==> config.mk <==
export PLATFORM = sky130hd
export DESIGN_NAME = epht_ram
export DESIGN_NICKNAME = d
export VERILOG_FILES = /design/src/hdl/epht_ram.sv
export SDC_FILE = /design/constraint.sdc
export NUM_CORES = 2
export LEC_CHECK = 0
export BUFFER_PORTS_ARGS = -buffer_cell sky130_fd_sc_hd__buf_2
export CORE_UTILIZATION = 45
export CTS_CLUSTER_DIAMETER = 60
export CTS_CLUSTER_SIZE = 10
export DETAILED_ROUTE_END_ITERATION = 16
export GPL_TIMING_DRIVEN = 0
export SLEW_MARGIN = 20
export SYNTH_ARGS = -nofsm -noshare
export SYNTH_HDL_FRONTEND = slang
export SYNTH_SLANG_ARGS = --single-unit
==> constraint.sdc <==
create_clock -name clk -period 11.74 [get_ports clk]
set_clock_uncertainty 0.05 [all_clocks]
set_input_delay 2.348 -clock clk [delete_from_list [all_inputs] [get_ports clk]]
set_output_delay 2.348 -clock clk [all_outputs]
set_load 0.03 [all_outputs]
==> src/hdl/epht_ram.sv <==
module epht_ram #(
	parameter int WIDTH = 32,
	parameter int DEPTH = 96
) (
	input  logic                     clk,
	input  logic                     we,
	input  logic [$clog2(DEPTH)-1:0] waddr,
	input  logic [WIDTH-1:0]         wdata,
	input  logic [$clog2(DEPTH)-1:0] raddr,
	output logic [WIDTH-1:0]         rdata
);

	logic [WIDTH-1:0] mem [DEPTH];

	always_ff @(posedge clk) begin
		if (we) begin
			mem[waddr] <= wdata;
		end
		rdata <= mem[raddr];
	end

endmodule
Word-level counts from Yosys, hierarchy flattened. Memories as Yosys holds them, arrays and structs flattened. A register that Yosys moved wholly into a read port is not among the register bits. Index checks and enable logic that the tools add are counted.

Bits in writable memories: 3072. Input port bits: 48. Register bits after elaboration: 0. Memories kept: 1. Output and inout port bits: 32. Bits in read-only memories: 0. Logic and storage cells: 3. Bits in latches: 0.

Div/mod/pow operators: 0. Reductions and logical operators: 0. Multiplexer cells: 2. Multipliers: 0. Add/sub/neg operators: 0. Shifts and indexed selects: 0. Bitwise logic cells: 0. Magnitude comparators: 0. Equality and inequality tests: 0.

Memories: mem (depth 96, bits a word 32, read ports 1, clocked after memory_dff 1, wr ports 1, RTL line 13) `logic [WIDTH-1:0] mem [DEPTH];`.

Operators with widths (count): 1-bit two-way mux (2).

Depth between registers and ports, before layout.
Depth in word-level cells: 2. Depth in mapped cells: 12. Gate-level depth less buffers: 6.

Least setup slack after synthesis. OpenSTA, ideal clock, no wires.

Path type: input -> register. From: input waddr[5]. To: memory mem[50][0] (enable). Stages: 3. Required time: 11.229 ns. Arrival time: 5.082 ns. Path buffers: 0. Setup slack: 6.147 ns. Library setup time: 0.461 ns. Path through: nor2b_1 -> nand3_1 -> nor3_1.

RTL lines: start, declared (RTL line 7) `input logic [$clog2(DEPTH)-1:0] waddr,`; end, declared (RTL line 13).

Straight into the memory's write port.

==> impl_metrics.csv <==
group,metric,value,unit
clocking,clockBufferDepth,4,
routing,vias,68400,
floorplan,dieHeight,515,um
layout,fill_cells,19400,
clocking,post_cts_buffers,0,
synthesis,syn_area,0.118,mm2
routing,wl_per_cell,49.3,um
global_routing,overflow,0,
setup_path,crit_top_cell,"buf_2",
setup_path,startpoint_type,"primary input",
sta,setup_viol,0,
sta,rsz0062_at_grt,"no",
synthesis,yosys.area.top_type,"edfxtp_1",
synthesis,yosysWarningCount,0,
clocking,cts_root_buf,"clkbuf_16",
synthesis,synth_cells,5279,
floorplan,ioPinCount,80,
layout,final_common_cell,"edfxtp_1",
power,intPower,18300,uW
sta,drv_slew,0,
synthesis,avgSynthCellArea,22.4,um2
power,p_per_area,168,mW/mm2
power,ir_worst_vdd,0.182,mV
synthesis,synth_edf_count,3072,
power,combPwrFrac,6.4,%
floorplan,dieArea,0.265,mm2
power,power_switching_share,22.6,%
sta,tns,0,ps
clocking,cts-htree-levels,5,
setup_path,crit_path_cell_trace,"buf_2 > clkinv_1 > buf_2 > buf_2 > clkbuf_2 > buf_16 > nand2_1 > o22ai_1 > a31o_1",
setup_path,cp-end-kind,"flip-flop",
layout,multi_input_area,0.0245,mm2
synthesis,ys_top_cells_by_area,"edfxtp_1 78%, mux4_2 13%, mux2i_1 2.5%, a22oi_1 0.80%, dfxtp_1 0.54%",
setup_path,cp_slowest_stage_delay,1150,ps
clocking,post_cts_resized,0,
sta,setup_slack,4900,ps
clocking,clkSinkCount,3104,
power,total_power,23700,uW
setup_path,crit_cells,9,
sta,relSlewSlack,9.00,%
clocking,ctsHoldBuffers,0,
placement,post-place-ws,4410,ps
power,clkPwrFrac,41.9,%
placement,io_buffers,72,
layout,syn_to_final_growth,19.2,%
layout,layout_common_cells,"3,072 x edfxtp_1, 670 x mux4_2, 367 x clkbuf_16, 299 x mux2i_1, 154 x buf_16",
setup_path,crit_buf_inv,6,
floorplan,start_util,45.4,%
routing,dr.pass1.iters,9,
routing,detail-route-antenna-nets,0,
global_routing,grtUsageTotal,36.0,%
layout,seqCellArea,0.0929,mm2
setup_path,crit_arrival,7610,ps
worst_hold_path,min_path_cells,3,
sta,finalHoldViolations,0,
layout,nets,6111,
sta,fmax,0.146,GHz
routing,viasPerCell,7.05,
clocking,cts_buffers,364,
worst_hold_path,hp-class,"flip-flop to flip-flop",
sta,period_needed,6840,ps
global_routing,first_global_vias,64100,
setup_path,required,12510,ps
setup_path,startpoint,"raddr[3]",
synthesis,synthesis.nets,5327,
routing,drc,0,
synthesis,seq_area_frac_synth,78.5,%
global_routing,grt_start_max_net_pins,97,
global_routing,grt_pass1_wl,614000,um
setup_path,rrSetupSlack,8320,ps
setup_path,r2r_end,"rdata[7]$_DFF_P_",
run,maxCapViolCount,0,
outcome,outcome,"completed",
layout,drive_above_1_share,29.8,%
setup_path,cp_max_fo,10,
floorplan,die_w,515,um
power,switching_power,5360,uW
global_routing,antenna_found_initial,34,
floorplan,fp-row-count,187,
synthesis,ys_ff_latch,3104,
power,seqPwrFrac,51.8,%
setup_path,cp_top_family,"buffers and inverters",
clocking,clock_latency,1010,ps
placement,dpl.hpwl,329000,um
setup_path,crit_slowest_cell,"o22ai_1",
clocking,cts_tree,"yes",
power,leakagePower,0.0449,uW
setup_path,endpoint,"rdata[14]$_DFF_P_",
floorplan,core,0.260,mm2
setup_path,worstReg2RegStart,"mem[63][7]$_DFFE_PP_",
sta,worst_slew_pin_slew,1360,ps
routing,drt_wl_total,478000,um
setup_path,critPathKind,"primary input to flip-flop",
clocking,cts.clk_slew.worst_paths,60,ps
setup_path,rr_worst_depth,6,
synthesis,yosysTopAreaCellShare,78.0,%
synthesis,synth_ff_type,"edfxtp_1",
synthesis,synth_cell_type_count,55,
placement,finalWeightedCongestion,0.934,
sta,finalCritPeriodShare,58.3,%
routing,drt_iter0_drc,14000,
synthesis,async_reset_ff_share,0,%
[cells in the mapped netlist (5+ instances only)]
master and number:
edfxtp_1 3072, mux4_2 670, mux2i_1 300, nor2_1 132, a22oi_1 126, clkbuf_1 97, nand2_1 97, o22ai_1 87
nand3_1 68, buf_2 65, a21oi_1 60, buf_6 51, buf_4 42, a221oi_1 41, nor3_1 36, nor2b_1 34
dfxtp_1 32, a22o_1 31, a211oi_1 27, mux2_2 21, buf_1 17, o21ai_0 17, o221ai_1 17, o21ai_1 15
a31oi_1 13, nand2b_1 13, or3_1 12, nor4_1 10, and2_1 9, o41ai_1 7, a2111oi_0 5, a31o_1 5
and3_1 5, or2_2 5, or4_1 5
[tightest hold or removal path, cell delays in order, from the launching register on]
cell and delay [ps]:
edfxtp_1 310, mux4_2 220, a221oi_1 80, o221ai_1 250
[layout make-up]
type                       instances  share of cell area, %
clock inverter                    18                  0.150
antenna                           28                 0.0497
sequential                      3104                   65.9
multi-input combinational       1895                   17.4
clock buffer                     465                   6.77
timing repair buffer             418                   5.42
inverter                           3                0.00798
tap                             3496                   3.10
buffer                           277                   1.28
[cell families after synthesis]
group / after synthesis / synth area share (%)
AOI/OAI and AO/OA: 467 / 2.79
buffers and inverters: 280 / 1.47
DFF: 3104 / 78.5
muxes: 991 / 15.5
and+or+nand+nor: 437 / 1.73
[metal layers]
| layer | vias up | global-route usage (%) | routed length (um) |
|---|---|---|---|
| li1 | 24000 | - | - |
| met5 | - | 0.365 | 195 |
| met2 | 6790 | 51.3 | 202000 |
| met3 | 1728 | 14.8 | 76300 |
| met4 | 22 | 24.8 | 41700 |
| met1 | 35800 | 44.9 | 158000 |
[registers in the layout, indices dropped and copies added (netlist names)]
name,flops
rdata,32
mem,3072
[worst min-delay path by stage]
stage,start,endpoint,slack [ps]
2_1_floorplan,mem[94][23]$_DFFE_PP_,rdata[23]$_DFF_P_,600
3_3_place_gp,mem[84][17]$_DFFE_PP_,rdata[17]$_DFF_P_,860
3_5_place_dp,mem[7][7]$_DFFE_PP_,rdata[7]$_DFF_P_,860
4_1_cts,mem[84][17]$_DFFE_PP_,rdata[17]$_DFF_P_,880
5_1_grt,mem[1][7]$_DFFE_PP_,rdata[7]$_DFF_P_,910
6_report,mem[7][7]$_DFFE_PP_,rdata[7]$_DFF_P_,870
[stage by stage]
stage	area, um2	utilization, %	std cells	hold slack (ps)
floorplan	118000	-	5279	598
global placement	123000	47.2	8847	861
detailed placement	131000	50.4	9192	860
CTS	141000	54.1	9675	881
global route	141000	54.1	9685	905
finish	141000	54.2	9704	867
[power by group through the flow]
stage	Clock, uW	Combinational [uW]	Sequential, uW
4_1_cts	9870	1440	12300
2_1_floorplan	0	582	12500
6_report	9910	1510	12300
5_1_grt	10300	1490	12300
3_3_place_gp	0	1330	12500
3_5_place_dp	0	1430	12500
Note: power is estimated with default switching activity, not from simulation.
